`src/hdl/eldb_pkg.sv`:
```
// eldb_pkg: shared types and codes for the error log dedup buffer
// holds transfer structs, command and status codes, fsm state type
// no dependencies
package eldb_pkg;

	localparam logic [1:0] CMD_LOG   = 2'd0;
	localparam logic [1:0] CMD_DRAIN = 2'd1;
	localparam logic [1:0] CMD_CLEAR = 2'd2;

	localparam logic [2:0] ST_LOGGED  = 3'd0;
	localparam logic [2:0] ST_ZERO    = 3'd1;
	localparam logic [2:0] ST_FULL    = 3'd2;
	localparam logic [2:0] ST_DUP     = 3'd3;
	localparam logic [2:0] ST_ENTRY   = 3'd4;
	localparam logic [2:0] ST_EMPTY   = 3'd5;
	localparam logic [2:0] ST_CLEARED = 3'd6;

	localparam int CODE_W  = 16;
	localparam int COUNT_W = 6;

	typedef struct packed {
		logic [1:0]               cmd;
		logic signed [CODE_W-1:0] err_code;
	} eldb_in_t;

	typedef struct packed {
		logic [2:0]               status;
		logic signed [CODE_W-1:0] code;
		logic [COUNT_W-1:0]       count;
		logic                     last;
	} eldb_out_t;

	typedef enum logic [2:0] {
		S_IDLE,
		S_SCAN,
		S_SCAN_FIN,
		S_DRAIN,
		S_DRAIN_END
	} eldb_state_t;

	// commands from controller to datapath
	typedef struct packed {
		logic       capture;
		logic       idx_scan;
		logic       idx_zero;
		logic       rd_issue;
		logic       append;
		logic       clr_cnt;
		logic       emit;
		logic [2:0] emit_st;
	} eldb_cmd_t;

	// status from datapath to controller
	typedef struct packed {
		logic code_zero;
		logic full;
		logic gt_win;
		logic empty;
		logic at_end;
		logic dup;
		logic rvalid;
	} eldb_stat_t;

endpackage

```
`src/hdl/eldb_ram.sv`:
```
// eldb_ram: generic single write port, single read port ram
// registered read data; no package dependency
module eldb_ram #(
	parameter int WIDTH = 16,
	parameter int DEPTH = 32
) (
	input  logic                                    clk,
	input  logic                                    we,
	input  logic [(DEPTH > 1 ? $clog2(DEPTH) : 1)-1:0] waddr,
	input  logic [WIDTH-1:0]                        wdata,
	input  logic [(DEPTH > 1 ? $clog2(DEPTH) : 1)-1:0] raddr,
	output logic [WIDTH-1:0]                        rdata
);

	logic [WIDTH-1:0] mem_q [DEPTH];

	always_ff @(posedge clk) begin
		if (we) begin
			mem_q[waddr] <= wdata;
		end
		rdata <= mem_q[raddr];
	end

endmodule

```
`src/hdl/eldb_datapath.sv`:
```
// eldb_datapath: code store, count, read index, compare and result register
// depends on eldb_pkg and eldb_ram
module eldb_datapath
	import eldb_pkg::*;
#(
	parameter int DEPTH  = 32,
	parameter int WINDOW = 8
) (
	input  logic       clk,
	input  logic       arst_n,
	input  eldb_in_t   item,
	input  eldb_cmd_t  dp_cmd,
	output eldb_stat_t dp_stat,
	output logic       strobe,
	output eldb_out_t  result
);

	localparam int AW = (DEPTH > 1) ? $clog2(DEPTH) : 1;
	localparam int CW = $clog2(DEPTH + 1);

	logic [CW-1:0]            cnt_q;
	logic [AW-1:0]            idx_q;
	logic signed [CODE_W-1:0] code_q;
	logic                     hit_q;
	logic                     rvalid_q;
	logic                     rlast_q;
	logic                     strobe_q;
	eldb_out_t                result_q;
	logic [CODE_W-1:0]        rdata;
	logic                     match;
	eldb_out_t                res_d;
	logic signed [CODE_W-1:0] wr_code;

	// a log with no scan appends in its transfer cycle, before code_q is loaded
	assign wr_code = dp_cmd.capture ? item.err_code : code_q;

	eldb_ram #(
		.WIDTH(CODE_W),
		.DEPTH(DEPTH)
	) u_store (
		.clk  (clk),
		.we   (dp_cmd.append),
		.waddr(AW'(cnt_q)),
		.wdata(wr_code),
		.raddr(idx_q),
		.rdata(rdata)
	);

	assign match = rvalid_q && (rdata == code_q);

	always_comb begin
		dp_stat.code_zero = (item.err_code == '0);
		dp_stat.full      = (32'(cnt_q) >= 32'(DEPTH));
		dp_stat.gt_win    = (32'(cnt_q) > 32'(WINDOW));
		dp_stat.empty     = (cnt_q == '0);
		dp_stat.at_end    = (CW'(idx_q) == cnt_q - CW'(1));
		dp_stat.dup       = hit_q || match;
		dp_stat.rvalid    = rvalid_q;
	end

	// result formatting per status
	always_comb begin
		res_d.status = dp_cmd.emit_st;
		res_d.code   = '0;
		res_d.count  = COUNT_W'(cnt_q);
		res_d.last   = 1'b1;
		case (dp_cmd.emit_st)
			ST_LOGGED: res_d.count = COUNT_W'(cnt_q + CW'(1));
			ST_ENTRY: begin
				res_d.code = rdata;
				res_d.last = rlast_q;
			end
			ST_EMPTY, ST_CLEARED: res_d.count = '0;
			default: ;
		endcase
	end

	always_ff @(posedge clk or negedge arst_n) begin
		if (!arst_n) begin
			cnt_q    <= '0;
			rvalid_q <= 1'b0;
			strobe_q <= 1'b0;
			hit_q    <= 1'b0;
		end else begin
			rvalid_q <= dp_cmd.rd_issue;
			strobe_q <= dp_cmd.emit;
			if (dp_cmd.clr_cnt) begin
				cnt_q <= '0;
			end else if (dp_cmd.append) begin
				cnt_q <= cnt_q + CW'(1);
			end
			if (dp_cmd.capture) begin
				hit_q <= 1'b0;
			end else if (match) begin
				hit_q <= 1'b1;
			end
		end
	end

	always_ff @(posedge clk) begin
		if (dp_cmd.capture) begin
			code_q <= item.err_code;
		end
		if (dp_cmd.idx_scan) begin
			idx_q <= AW'(32'(cnt_q) - 32'(WINDOW));
		end else if (dp_cmd.idx_zero) begin
			idx_q <= '0;
		end else if (dp_cmd.rd_issue) begin
			idx_q <= idx_q + AW'(1);
		end
		if (dp_cmd.rd_issue) begin
			rlast_q <= dp_stat.at_end;
		end
		if (dp_cmd.emit) begin
			result_q <= res_d;
		end
	end

	assign strobe = strobe_q;
	assign result = result_q;

	a_cnt_bound: assert property (@(posedge clk) disable iff (!arst_n)
		32'(cnt_q) <= 32'(DEPTH))
		else $error("stored count above depth");

	a_append_room: assert property (@(posedge clk) disable iff (!arst_n)
		dp_cmd.append |-> 32'(cnt_q) < 32'(DEPTH))
		else $error("append into a full store");

	a_read_stored: assert property (@(posedge clk) disable iff (!arst_n)
		dp_cmd.rd_issue |-> 32'(idx_q) < 32'(cnt_q))
		else $error("read beyond stored entries");

	a_entry_data: assert property (@(posedge clk) disable iff (!arst_n)
		(dp_cmd.emit && dp_cmd.emit_st == ST_ENTRY) |-> rvalid_q)
		else $error("entry emitted without read data");

endmodule

```
`src/hdl/eldb_ctrl.sv`:
```
// eldb_ctrl: command sequencer for log, window scan, drain and clear
// depends on eldb_pkg
module eldb_ctrl
	import eldb_pkg::*;
(
	input  logic       clk,
	input  logic       arst_n,
	input  logic       start,
	input  logic [1:0] cmd,
	input  eldb_stat_t dp_stat,
	output logic       busy,
	output eldb_cmd_t  dp_cmd
);

	eldb_state_t state_q, state_d;
	logic        accept;

	assign accept = start && (state_q == S_IDLE);
	assign busy   = (state_q != S_IDLE);

	always_ff @(posedge clk or negedge arst_n) begin
		if (!arst_n) begin
			state_q <= S_IDLE;
		end else begin
			state_q <= state_d;
		end
	end

	// next state
	always_comb begin
		state_d = state_q;
		case (state_q)
			S_IDLE: begin
				if (accept) begin
					if (cmd == CMD_LOG && !dp_stat.code_zero && !dp_stat.full &&
					    dp_stat.gt_win) begin
						state_d = S_SCAN;
					end else if (cmd == CMD_DRAIN && !dp_stat.empty) begin
						state_d = S_DRAIN;
					end
				end
			end
			S_SCAN:      if (dp_stat.at_end) state_d = S_SCAN_FIN;
			S_SCAN_FIN:  state_d = S_IDLE;
			S_DRAIN:     if (dp_stat.at_end) state_d = S_DRAIN_END;
			S_DRAIN_END: state_d = S_IDLE;
			default:     state_d = S_IDLE;
		endcase
	end

	// datapath commands
	always_comb begin
		dp_cmd = '0;
		case (state_q)
			S_IDLE: begin
				if (accept) begin
					case (cmd)
						CMD_LOG: begin
							dp_cmd.capture = 1'b1;
							if (dp_stat.code_zero) begin
								dp_cmd.emit    = 1'b1;
								dp_cmd.emit_st = ST_ZERO;
							end else if (dp_stat.full) begin
								dp_cmd.emit    = 1'b1;
								dp_cmd.emit_st = ST_FULL;
							end else if (dp_stat.gt_win) begin
								dp_cmd.idx_scan = 1'b1;
							end else begin
								dp_cmd.emit    = 1'b1;
								dp_cmd.emit_st = ST_LOGGED;
								dp_cmd.append  = 1'b1;
							end
						end
						CMD_DRAIN: begin
							if (dp_stat.empty) begin
								dp_cmd.emit    = 1'b1;
								dp_cmd.emit_st = ST_EMPTY;
							end else begin
								dp_cmd.idx_zero = 1'b1;
							end
						end
						CMD_CLEAR: begin
							dp_cmd.clr_cnt = 1'b1;
							dp_cmd.emit    = 1'b1;
							dp_cmd.emit_st = ST_CLEARED;
						end
						default: ;
					endcase
				end
			end
			S_SCAN: begin
				dp_cmd.rd_issue = 1'b1;
			end
			S_SCAN_FIN: begin
				dp_cmd.emit    = 1'b1;
				dp_cmd.emit_st = dp_stat.dup ? ST_DUP : ST_LOGGED;
				dp_cmd.append  = !dp_stat.dup;
			end
			S_DRAIN: begin
				dp_cmd.rd_issue = 1'b1;
				dp_cmd.emit     = dp_stat.rvalid;
				dp_cmd.emit_st  = ST_ENTRY;
			end
			S_DRAIN_END: begin
				dp_cmd.emit    = 1'b1;
				dp_cmd.emit_st = ST_ENTRY;
				dp_cmd.clr_cnt = 1'b1;
			end
			default: ;
		endcase
	end

endmodule

```
`src/hdl/error_log_dedup_buffer_top.sv`:
```
// error_log_dedup_buffer_top: error capture buffer with duplicate suppression
// depends on eldb_pkg, eldb_ctrl, eldb_datapath (which holds eldb_ram)
//
//  channel   handshake          payload      transfer when
//  -------   ---------          -------      -------------
//  command   start / busy       item         start high and busy low at clk rise
//  result    strobe             result       strobe high, one cycle, no stall
//
// zero code, full store, clear, empty drain and a log with WINDOW or fewer
//   codes stored: one result in the cycle after the transfer, busy stays low
// log with more than WINDOW codes stored: the window is read one entry a
//   cycle from the store ram while busy is high
// drain of n codes: one ram read a cycle, n results on consecutive cycles,
//   busy high through the drain, last result in the first cycle with busy low
// reset clears the stored count and the controller; store contents are
//   left as they are and only entries below the count are ever read
// the receiver cannot stall, so every result is shown for exactly one cycle
module error_log_dedup_buffer_top
	import eldb_pkg::*;
#(
	parameter int DEPTH  = 32,
	parameter int WINDOW = 8
) (
	input  logic      clk,
	input  logic      arst_n,
	input  logic      start,
	output logic      busy,
	input  eldb_in_t  item,
	output logic      strobe,
	output eldb_out_t result
);

	// command and status between controller and datapath
	eldb_cmd_t  dp_cmd;
	eldb_stat_t dp_stat;

	// controller: sequences log, window scan, drain and clear
	eldb_ctrl u_ctrl (
		.clk    (clk),
		.arst_n (arst_n),
		.start  (start),
		.cmd    (item.cmd),
		.dp_stat(dp_stat),
		.busy   (busy),
		.dp_cmd (dp_cmd)
	);

	// datapath: store ram, stored count, read index, compare, result register
	eldb_datapath #(
		.DEPTH (DEPTH),
		.WINDOW(WINDOW)
	) u_dp (
		.clk    (clk),
		.arst_n (arst_n),
		.item   (item),
		.dp_cmd (dp_cmd),
		.dp_stat(dp_stat),
		.strobe (strobe),
		.result (result)
	);

endmodule

```
`config.mk`:
```
export PLATFORM = sky130hd
export DESIGN_NAME = error_log_dedup_buffer_top
export DESIGN_NICKNAME = d
export VERILOG_FILES = /design/src/hdl/eldb_pkg.sv /design/src/hdl/eldb_ram.sv /design/src/hdl/eldb_datapath.sv /design/src/hdl/eldb_ctrl.sv /design/src/hdl/error_log_dedup_buffer_top.sv
export SDC_FILE = /design/constraint.sdc
export NUM_CORES = 1
export LEC_CHECK = 0
export BUFFER_PORTS_ARGS = -buffer_cell sky130_fd_sc_hd__clkbuf_2
export CORE_MARGIN = 1
export CORE_UTILIZATION = 40
export CTS_CLUSTER_DIAMETER = 150
export DETAILED_ROUTE_END_ITERATION = 7
export GPL_TIMING_DRIVEN = 0
export PLACE_DENSITY = 0.55
export SETUP_SLACK_MARGIN = 0.05
export SLEW_MARGIN = 30
export SYNTH_ARGS = -nofsm -noshare
export SYNTH_HDL_FRONTEND = slang
export SYNTH_SLANG_ARGS = --single-unit
```
`constraint.sdc`:
```
create_clock -name clk -period 8.9 [get_ports clk]
set_clock_uncertainty 0.1 [all_clocks]
set_input_delay 0.445 -clock clk [delete_from_list [all_inputs] [get_ports clk]]
set_output_delay 0.445 -clock clk [all_outputs]
set_load 0.05 [all_outputs]
```
* Yosys cells after proc, flatten, opt, wreduce, memory -nomap -nowiden
Memories as Yosys holds them, arrays and structs flattened. A register that Yosys moved wholly into a read port is not among the register bits. Cells that the tools add are included.
Operators by class: multiplexer cells 41, magnitude comparators 2, equal/unequal tests 15, reductions and logical operators 23, add/subtract/negate cells 4
Operators by type and width (count):
- 2-to-1 mux 3 bit | 7
- 2-to-1 mux 6 bit | 3
- == test 16 bit | 1
- logical NOT 16 bit | 1
- 2-to-1 mux 16 bit | 1
- 2-to-1 mux 4 bit | 4
- case mux 4 bit (4 select lines) | 1
- 2-to-1 mux 1 bit | 15
- 2-to-1 mux 5 bit | 3
- == test 3 bit (second input constant) | 4
- case mux 4 bit (3 select lines) | 1
- case mux 6 bit (2 select lines) | 1
- case mux 3 bit (3 select lines) | 1
- adder 6 x 1 -> 6 bit (second input constant) | 1
- == test 3 x 2 -> 1 bit (second input constant) | 2
- == test 5 x 6 -> 1 bit | 1
- greater-or-equal comparator 6 bit (second input constant) | 1
- > comparator 6 x 4 -> 1 bit (second input constant) | 1
- logical AND 1 bit | 6
- logical NOT 3 bit | 2
- logical NOT 6 bit | 1
- nonzero test 3 bit | 2
- subtractor 6 x 1 -> 6 bit (second input constant) | 1
- adder 5 x 1 -> 5 bit (second input constant) | 1
- 15 further kinds | 23
Storage, ports and cells: register bits after elaboration 60, bits in writable memories 512, memories kept 1
Memory list:
- u_dp.u_store.mem_q | depth 32, width 16, rd ports 1, clocked after memory_dff 1, wr ports 1, line eldb_ram.sv:15 | logic [WIDTH-1:0] mem_q [DEPTH];

* Longest topological paths before layout
Gate-level depths: netlist (run 1).
depth after elaboration 10, depth in mapped cells 10

* Cells and area by module
From an unflattened synthesis (run 1), not the netlist that was laid out.
Unflattened totals: cells, all modules 1416, area total of the unflattened synthesis 23648.9 um^2
By module, submodules not included:
- eldb_ram | instances 1, cells an instance 1143, area an instance 20535.9 um^2
- eldb_datapath | instances 1, cells an instance 224, area an instance 2700.1 um^2
- eldb_ctrl | instances 1, cells an instance 49, area an instance 412.9 um^2

* Worst setup path after synthesis (run 1)
No wires, ideal clock.
path type reg2reg, from reg u_dp.cnt_q[0], to reg u_dp.result_q, in the netlist u_dp.result[0], enable pin, stages on the path, launching flop included 10, path slack 4.829 ns, library setup time 0.455 ns, data arrival time 3.516 ns, period minus slack after synthesis 4.071 ns, required time 8.345 ns, buffers on the path 1, cells stage by stage dfrtp_1 > clkbuf_1 > inv_1 > ha_1 > a21oi_1 > nor3_1 > nor3_1 > a211oi_1 > nor3_1 > a221oi_1
RTL lines:
- start, declared | line eldb_datapath.sv:21 | logic [CW-1:0] cnt_q;
- start signal, assigned | line eldb_datapath.sv:90 | cnt_q <= cnt_q + CW'(1);
- end signal, assigned | line eldb_datapath.sv:115 | result_q <= res_d;
- end, declared | line eldb_datapath.sv:28 | eldb_out_t result_q;

* Worst setup path in the final report (run 1)
from reg u_dp.cnt_q[0], to mem u_dp.u_store.mem_q[19][9], enable pin
On the way: longest elaborated chain between the ends 9, elaborated cells on any way between the ends 10, classes of those cells 2 x order compare; 8 x mux
RTL lines:
- > comparator 6 x 4 -> 1 bit | line eldb_datapath.sv:54 | dp_stat.gt_win = (32'(cnt_q) > 32'(WINDOW));
- 2-to-1 mux 1 bit | line eldb_ctrl.sv:66 | end else if (dp_stat.gt_win) begin
- 2-to-1 mux 1 bit | line eldb_ctrl.sv:63 | end else if (dp_stat.full) begin
- 2-to-1 mux 1 bit | line eldb_ctrl.sv:60 | if (dp_stat.code_zero) begin
- 2-to-1 mux 1 bit | line eldb_ctrl.sv:57 | case (cmd)
- 2-to-1 mux 6 bit | line eldb_ctrl.sv:56 | if (accept) begin
- case mux 1 bit (2 select lines) | line eldb_ctrl.sv:54 | case (state_q)
- 2-to-1 mux 1 bit | line eldb_ram.sv:18 | if (we) begin
- 2-to-1 mux 1 bit (not written as such) | line eldb_ram.sv:19 | mem_q[waddr] <= wdata;
- end, declared | line eldb_ram.sv:15
Several ways; a longest one is shown, not always the timed one.

==> metrics.txt, run 1 <==
core area 56400 um2; Rel. slew slack 36.9%; Port Buffers 48; Synth Flop Type edfxtp_1; worst skew pair latency 0.61 ns; cell count after synthesis 1053; worst path required time 9.11 ns; vias per inst 5.41; drt first-iter violations 1027; Synth Register Bits 588; clock sinks 588; Overall Power 5.24 mW; Resized cells post-CTS 0; row count 87; CTS tree done; Overflow after GRT 0; Mean Syn Cell Area 21.7 um2; VDD IR-drop max 0.137 mV; post-synthesis sequential area ratio 75.6%; Post-synth EDFFs 544; detailed-route DRC error count 0; maxcap violations 0; Cells after DPL 1885; vias in the first global route 10.8k; Syn. warnings 0; CP peak stage delay 0.71 ns; total CTS buffers 56; total track usage 18.6%; die area 58100 um2; crit-path cells clkbuf_1 -> inv_1 -> ha_1 -> a21oi_1 -> nor3_1 -> and4_1 -> a31o_2 -> nand2_1 -> nor2_2 -> buf_6; via count 10.8k; utilization after layout 46.5%; Slowest cell on crit path nor2_2; CP Buf/Inv Count 3; FFs w/ async S/R, synth 2.04%; worst hold path type in2reg; sum of negative setup slack 0 ns; share of cells above drive strength 1 32.3%; HPWL after DPL 35.4 mm; CP Capture Type flip-flop; Post-CTS Setup Bufs 0; Crit Path Max Fanout 10; Final period util 42.1%; Initial Util 40.5%; Power Dens Cells 200 nW/um2; Total Nets Final 1219; Fill cells 4739; hold_buf cts 1; Pins Over Slew Limit 0; cell taking the most area after synthesis edfxtp_1; Layout Cells excl Fill 1990; H-tree levels 2; crit path time final 3.74 ns; gp weighted congestion 0.869; Final Hold Viols 0; top cell type's share of synthesized area 71.5%; largest net degree at the start of global routing 34; clock slew at reported path FFs 0.06 ns; wire per inst 26.7 um; Die Y 241 um; top post-synthesis cells by area edfxtp_1 (71%), mux4_2 (16%), dfxtp_1 (2.8%); Startpoint Class flip-flop; first-pass GRT wire length 75.9 mm; Crit path max-delay family simple AND/OR/NAND/NOR gates; synthesized area 22900 um2; Leakage 6.82 nW; Die X 241 um; RSZ-0062 raised after global routing false; Slew @ Worst Pin 0.947 ns; top achievable clock speed 0.267 GHz; final hold slack 0.151 ns; final setup violating endpoints 0; status finished clean; antenna-violating nets left 0; clock buffer depth 3; routed wire length 53.1 mm; Crit Path Category reg2reg; Yosys cell types 46; CP Data Arrival Time 3.96 ns; initial antenna violation count 0; IO Pins 49; Syn Nets 1084; synthesis-to-layout area growth 14.8%; root buf cell clkbuf_16; Pre-antenna DRT Iters 5
worst register-to-register path, delay by kind of cell, from the launching register on:
| family | cells | cell delay [ns] |
|---|---|---|
| AOI/OAI and AO/OA | 2 | 0.29 |
| adders and majority gates | 1 | 0.23 |
| buffers and inverters | 3 | 0.73 |
| DFF | 1 | 0.41 |
| and+or+nand+nor | 4 | 1.69 |
Yosys cell counts (5+ instances only):
cell type,n
nor2_1,44
inv_1,7
nand3_1,5
mux4_2,160
nor3_1,5
o211ai_1,13
buf_6,10
o22ai_1,5
buf_1,10
clkbuf_1,23
dfxtp_1,32
nand2_1,27
edfxtp_1,544
a21oi_1,6
nor4_1,6
ha_1,10
o21ai_0,9
and2_1,18
nand4_1,5
xnor2_1,23
mux2_2,32
dfrtp_1,12
xor2_1,5
buf_2,8
registers in the layout, indices dropped and copies added (netlist names), 3 cells and up:
register / cells
u_dp.cnt_q: 6
u_dp.u_store.mem_q: 512
u_dp.result: 26
u_dp.u_store.rdata: 16
u_dp.code_q: 16
u_dp.idx_q: 5
u_ctrl.state_q: 3
path summary, 6_finish.rpt:
path | startpoint | end | slack [ns] | cells after the start
worst max-delay path | u_dp.cnt_q[0]$_DFFE_PN0P_ | u_dp.u_store.mem_q[19][9]$_DFFE_PP_ | 5.16 | 10
worst min-delay path | item[17] | u_dp.hit_q$_DFFE_PN0P_ | 0.15 | 3
worst max register to register | u_dp.cnt_q[0]$_DFFE_PN0P_ | u_dp.u_store.mem_q[19][9]$_DFFE_PP_ | 5.16 | 10
worst min register to register | u_dp.u_store.rdata[2]$_DFF_P_ | u_dp.result[9]$_SDFFCE_PP0P_ | 0.46 | 1
max in group asynchronous | arst_n | u_dp.cnt_q[5]$_DFFE_PN0P_ | 8.26 | 2
min in group asynchronous | arst_n | u_dp.cnt_q[1]$_DFFE_PN0P_ | 0.19 | 2
report_power, final:
part	internal [mW]	switching [mW]
Clock	1.26	1.00
Sequential	2.97	0
Combinational	0.00432	0.00618
Total	4.23	1.01
routing by layer:
metal | global-route usage, % | vias to the layer above | routed length, um
met3 | 2.88 | 78 | 2390
met2 | 27.9 | 290 | 24000
met5 | 0 | - | 0
met4 | 6.33 | 0 | 1630
li1 | - | 4643 | -
met1 | 27.8 | 5763 | 25100
kinds of logic (layout without fill, tap and decap cells):
| kind of cell | count (synthesis) | in the layout | synth area share (%) |
|---|---|---|---|
| flip-flops | 588 | 588 | 75.6 |
| multiplexers | 192 | 192 | 17.3 |
| AND/OR/NAND/NOR | 130 | 130 | 2.82 |
| buffers and inverters | 60 | 240 | 1.36 |
| AO/OA/AOI/OAI | 45 | 45 | 1.30 |
| XOR/XNOR | 28 | 28 | 1.07 |
| adder cells (fa/ha/maj) | 10 | 10 | 0.547 |
| other | 0 | 1 | 0 |
placed cells by master (no fill, tap or decap), types with 4 or more instances in the layout:
master	count
xnor2_1	23
o22ai_1	5
clkbuf_1	36
buf_8	5
clkinv_2	9
nand3_1	5
nor2_4	5
clkbuf_16	57
o21ai_0	9
xor2_1	5
a21oi_1	6
nor3_1	5
nand2b_1	4
mux2_2	32
dfxtp_1	32
inv_1	7
nor2_2	27
and2_1	18
buf_6	33
clkbuf_2	49
edfxtp_1	544
nand2_1	27
buf_2	9
buf_1	8
clkinv_1	19
nand4_1	5
mux4_2	160
ha_1	10
dfrtp_1	12
o211ai_1	13
nor4_1	6
nor2_1	12
layout make-up:
| cell class | count | area, um2 | area share [%] |
|---|---|---|---|
| clock buffer | 70 | 1480 | 5.62 |
| timing repair buffer | 77 | 584 | 2.23 |
| tap | 756 | 946 | 3.61 |
| multi-input combinational | 405 | 5400 | 20.6 |
| buffer | 51 | 279 | 1.06 |
| inverter | 9 | 33.8 | 0.129 |
| clock inverter | 33 | 240 | 0.916 |
| sequential | 588 | 17300 | 65.9 |
| antenna | 1 | 2.50 | 0.00954 |
through the flow:
stage          setup WS [ns]  cell area, um2
2_1_floorplan           4.83           22900
3_3_place_gp            3.94           24000
3_5_place_dp            5.22           24500
4_1_cts                 5.19           26200
5_1_grt                 4.90           26200
6_report                5.16           26200
No activity file was read; power rests on OpenSTA's default activity.
==> run 2, diff against run 1 <==
ABC_AREA = 1   (was unset)
PLACE_DENSITY = 0.57   (was 0.55)
clock period = 3.4 ns   (was 8.9 ns; I/O delays follow)
==> run 2 against run 1 <==
  * Sequential share of layout area shrank 4.7 points
  * Critical path depth shrank 2
  * Sequential power grew to 2.6 times the previous value
  * Synthesized cell count grew 73%
  * Die area grew 3.0%
  * Clock-buffer cell count grew 12
  * Cell count grew 41%
  * Non-clock buffer count grew 83
  * Clock power grew to 3.0 times the previous value
  * Global-route usage grew 5.3 points
  * Largest power group unchanged
  * Setup slack lost 4.8 ns
==> metrics.txt, run 2 <==
status finished clean; synthesis-to-layout area growth 19.9%; M3 GR Usage 3.85%; crit path time final 3.01 ns; utilization after layout 48.8%; sum of negative setup slack 0 ns; clock sinks 588; Placed Area 26000 um2; VDD IR-drop max 0.406 mV; vias in the first global route 15.5k; worst path required time 3.56 ns; worst skew pair latency 0.63 ns; CTS tree done; maxcap violations 0; Synth Register Bits 588; Synth Flop Type edfxtp_1; clock buffer depth 3; crit-path cells inv_1 -> ha_1 -> a21oi_1 -> nor3_1 -> nand3_2 -> nand2_4 -> nand2_4 -> nor2_4; post-synthesis sequential area ratio 73.3%; cell taking the most area after synthesis edfxtp_1; Syn. warnings 0; Initial Util 40.7%; RSZ-0062 raised after global routing false; Pins Over Slew Limit 0; top cell type's share of synthesized area 69.3%; Startpoint Class flip-flop; Final period util 88.6%; Crit path top cell by count nand2_4; most numerous cell in the Yosys netlist edfxtp_1; final instance area 28200 um2; Yosys cell types 42; Mean Syn Cell Area 12.9 um2; commonest non-fill, non-tap cell in the layout edfxtp_1; Total Nets Final 2014; top post-synthesis cells by area edfxtp_1 (69%), o21ai_0 (6.0%), nor2_1 (5.7%); total CTS buffers 61; drt first-iter violations 2221; worst hold path type in2reg; share of cells above drive strength 1 15.6%; row count 88; core area 57900 um2; Die Y 245 um; vias per inst 5.73; Pre-antenna DRT Iters 5; gp weighted congestion 0.914; GR met2 Demand/Resource 38.4%; H-tree levels 2; final setup violating endpoints 0; Leakage 10.0 nW; CP Data Arrival Time 3.17 ns; GR met1 Demand/Resource 33.0%; Post-synth EDFFs 544; Slowest cell on crit path nor2_4; wire per inst 25.6 um; top achievable clock speed 0.332 GHz; Die X 245 um; most frequent cells in the layout edfxtp_1 (544), nor2_1 (327), o21ai_0 (272); total track usage 24.0%; Rel. slew slack 34.8%; Most flops, register u_dp.u_store.mem_q; HPWL after DPL 48.2 mm; first-pass GRT wire length 104 mm; largest net degree at the start of global routing 34; CP peak stage delay 0.62 ns; CP Capture Type flip-flop; max reg flops 512; Final Hold Viols 0; Post-CTS Setup Bufs 0; CP Buf/Inv Count 1; GRT Max-Usage Layer met2; clock slew at reported path FFs 0.06 ns; Crit path max-delay family simple AND/OR/NAND/NOR gates; most frequent cells after synthesis edfxtp_1 (544), nor2_1 (359), o21ai_0 (284); Crit Path Category reg2reg; Slew @ Worst Pin 0.978 ns; Power Dens Cells 528 nW/um2; routed wire length 71.6 mm; Antenna diodes 0; detailed-route DRC error count 0; IO Pins 49; Crit Path Max Fanout 16; Overall Power 14.9 mW; initial antenna violation count 2; Syn Nets 1854; synthesized area 23600 um2; via count 16.0k; cell count after synthesis 1823; die area 59900 um2; Overflow after GRT 0; final hold slack 0.0629 ns; antenna-violating nets left 0; FFs w/ async S/R, synth 2.04%; Fill cells 5069; Port Buffers 48; root buf cell clkbuf_16
[run 2: cell count changes after synthesis, moves of 35 or more]
cell	before	now
nor2_1	44	359
o21ai_0	9	284
mux4_2	160	0
o221ai_1	0	100
nand2_1	27	117
nand3_1	5	55
inv_1	7	42
[run 2: tightest hold or removal path: stages]
cell and delay, ns:
clkbuf_2 0.10, nand2_1 0.08, o21ai_4 0.24
[run 2: layer usage]
layer  up-vias  part of all wire (%)
li1       7081                     -
met3       127                   9.0
met1      7971                    41
met5         -                     0
met4         0                   3.6
met2       869                    46
[run 2: report_power, final]
| group | internal, mW | total, mW | switching [mW] |
|---|---|---|---|
| clock | 3.99 | 6.86 | 2.87 |
| combinational | 0.0638 | 0.189 | 0.125 |
| sequential | 7.86 | 7.86 | 0.00362 |
[run 2: cell type report]
cell class	instances	area (um2)	area share, %
clock buffers	82	1900	6.72
repair buffers	97	1240	4.39
multi-input cells	1068	5860	20.7
flip-flops and latches	588	17300	61.2
plain buffers	114	612	2.17
clock inverters	33	198	0.700
well taps	765	957	3.39
inverters	53	203	0.718
[run 2: kinds of logic after synthesis]
logic type | synth area share (%)
buf+inv | 3.46
compound gates | 12.1
simple gates | 9.92
fa+ha+maj | 0.531
xor+xnor | 0.669
flops | 73.3
[run 2: stage by stage]
step / std cells / setup slack [ns]
floorplan: 1823 / 0.266
global placement: 2636 / -2.72
detailed placement: 2669 / 0.349
CTS: 2800 / 0.329
global route: 2800 / 0.214
finish: 2800 / 0.386
[run 2: path summary, 6_finish.rpt]
path	start	endpoint	slack, ns	cells after the start
worst min register to register	u_dp.rlast_q$_DFFE_PP_	u_dp.result[0]$_SDFFCE_PP1P_	0.42	1
worst min-delay path	item[2]	u_dp.u_store.mem_q[4][2]$_DFFE_PP_	0.06	3
worst max register to register	u_dp.cnt_q[1]$_DFFE_PN0P_	u_dp.u_store.mem_q[2][3]$_DFFE_PP_	0.39	8
worst max-delay path	u_dp.cnt_q[1]$_DFFE_PN0P_	u_dp.u_store.mem_q[2][3]$_DFFE_PP_	0.39	8
max in group asynchronous	arst_n	u_ctrl.state_q[1]$_DFFE_PN0P_	2.26	3
min in group asynchronous	arst_n	u_dp.rvalid_q$_DFF_PN0_	0.54	3
[run 2: timing repair]
item | CTS | global route
hold buffers | 16 | 0
resized for setup | 0 | 1
hold endpoints to repair | 82 | 0
setup endpoints to repair | 0 | 26
==> run 3, diff against run 2 <==
PLACE_DENSITY = 0.55   (was 0.57)
clock period = 2.9 ns   (was 3.4 ns; I/O delays follow)
==> run 3 against run 2 <==
  * Sequential share of layout area shrank 0.78 points
  * Wire length rose by 2.5%
  * Largest cell class unchanged
  * Sequential cell count unchanged
  * Clock-buffer cell count unchanged
  * Sequential power is 17% higher
==> metrics.txt, run 3 (synthesis results as in run 2) <==
status finished clean; crit path launch u_dp.idx_q[3]$_DFFE_PP_; worst hold path type in2reg; Pins Over Slew Limit 0; routed wire length 73.4 mm; die area 59900 um2; total CTS buffers 60; crit path time final 2.84 ns; Pre-antenna DRT Iters 5; Sw Share 19.9%; Die Y 245 um; antenna-violating nets left 0; Initial Util 40.7%; internal power 13.6 mW; Slew @ Worst Pin 0.910 ns; vias per inst 5.67; first-pass GRT wire length 107 mm; top achievable clock speed 0.352 GHz; Startpoint Class flip-flop; CP peak stage delay 0.52 ns; proportion of power drawn by the clock network 44.5%; drt first-iter violations 1767; Power Dens Cells 594 nW/um2; IO Pins 49; Reg2Reg Capture Point u_dp.u_store.rdata[10]$_DFF_P_; CP Buf/Inv Count 3; final instance area 28600 um2; clock slew at reported path FFs 0.06 ns; Seq pwr share 54.2%; synthesis-to-layout area growth 21.4%; core area 57900 um2; clock sinks 588; Total Nets Final 2047; CP Data Arrival Time 3.24 ns; commonest non-fill, non-tap cell in the layout edfxtp_1; Die X 245 um; Most flops, register u_dp.u_store.mem_q; wire per inst 25.9 um; Placed Area 25900 um2; initial antenna violation count 5; Leakage 10.2 nW; hold path depth 3; FF-to-FF Start u_dp.idx_q[3]$_DFFE_PP_; vias in the first global route 15.8k; Rel. slew slack 39.3%; hold path startpoint item[0]; VDD IR-drop max 0.463 mV; Final period util 98.1%; RSZ-0062 raised after global routing false; gp weighted congestion 0.902; most frequent cells in the layout edfxtp_1 (544), nor2_1 (327), o21ai_0 (271); sw power 3.39 mW; Reg2Reg Depth 7; row count 88; final setup violating endpoints 0; maxcap violations 0; largest net degree at the start of global routing 34; H-tree levels 2; detailed-route DRC error count 0; via count 16.1k; CTS tree done; CP Depth 7; Crit Path Category reg2reg; Final Hold Viols 0; root buf cell clkbuf_16; Overflow after GRT 0; clock buffer depth 3; crit-path cells clkbuf_1 -> clkinv_1 -> clkbuf_1 -> nand3_1 -> nand2_1 -> nor2_1 -> a21oi_1; total track usage 24.7%; Crit Path Max Fanout 10; Slowest cell on crit path clkinv_1; Crit path top cell by count clkbuf_1; share of cells above drive strength 1 16.6%; CP Capture Type flip-flop; max reg flops 512; Crit path max-delay family buffers and inverters; utilization after layout 49.4%; HPWL after DPL 49.2 mm; Port Buffers 48; worst skew pair latency 0.63 ns; R2R setup slack 0.06 ns; Hold EP u_dp.code_q[0]$_DFF_P_; combinational share of power 1.3%; worst path required time 3.29 ns
[run 3: cell types whose count changed in the layout (fill, tap and decap cells not counted), moves of 2 or more]
cell / change
nand2_4: +3
clkbuf_16: -10
clkinv_1: +8
bufinv_16: +3
buf_4: +14
clkbuf_2: +11
nand2_2: -3
clkbuf_8: -3
clkinv_4: -2
clkinv_2: -12
diode_2: +2
buf_12: +21
clkbuf_1: +2
[run 3: worst register-to-register path: stages, from the launching register on]
cell	delay (ns)
edfxtp_1	0.32
clkbuf_1	0.51
clkinv_1	0.53
clkbuf_1	0.52
nand3_1	0.29
nand2_1	0.22
nor2_1	0.16
a21oi_1	0.07
[run 3: repair_timing]
item / CTS / global route
cloned: 1 / 0
setup endpoints to repair: 367 / 471
hold endpoints to repair: 120 / 0
resized for setup: 6 / 24
hold buffers: 16 / 0
pin swaps: 26 / 3
buffers inserted: 33 / 3
[run 3: per-layer routing]
metal / share of wire [%] / global-route usage (%) / vias to the layer above
li1: - / - / 7140
met2: 46 / 39.7 / 803
met4: 4.1 / 10.1 / 4
met5: 0.037 / 0 / -
met3: 8.1 / 4.00 / 161
met1: 41 / 33.6 / 7947
[run 3: worst max path at each step]
| stage | end | slack, ns |
|---|---|---|
| global route | u_dp.u_store.mem_q[22][14]$_DFFE_PP_ | 0.05 |
| CTS | u_dp.u_store.rdata[13]$_DFF_P_ | 0.04 |
| detailed placement | u_dp.result[9]$_SDFFCE_PP0P_ | -0.20 |
| finish | u_dp.u_store.rdata[10]$_DFF_P_ | 0.06 |
| global placement | u_dp.u_store.mem_q[19][8]$_DFFE_PP_ | -2.93 |
| floorplan | u_dp.u_store.mem_q[0][11]$_DFFE_PP_ | -0.23 |
[run 3: through the flow]
stage | worst slack (ns) | setup TNS, ns | cells | power, mW | hold slack [ns]
floorplan | -0.234 | -37.57 | 1823 | 9.46 | -0.251
global placement | -2.93 | -1232.68 | 2636 | 9.56 | -0.0333
detailed placement | -0.197 | -19.69 | 2666 | 9.60 | -0.0226
CTS | 0.0402 | 0 | 2828 | 17.1 | 0.0476
global route | 0.0546 | 0 | 2832 | 17.4 | 0.0531
finish | 0.0558 | 0 | 2833 | 17.0 | 0.0376
[run 3: cell type report]
type,count,area [um2]
well taps,765,957
clock inverters,30,240
diodes,2,5.00
fillers,4980,29300
plain buffers,114,626
multi-input cells,1069,5900
clock buffers,82,1660
inverters,53,204
repair buffers,130,1740
flip-flops and latches,588,17300
[run 3: power groups by stage]
stage                     sequential (mW)  clock, mW  combinational (mW)
final                                9.22       7.56               0.217
after global routing                 9.22       7.95               0.231
after CTS                            9.22       7.63               0.214
after detailed placement             9.40          0               0.198
after global placement               9.41          0               0.141
after floorplan                      9.40          0              0.0591
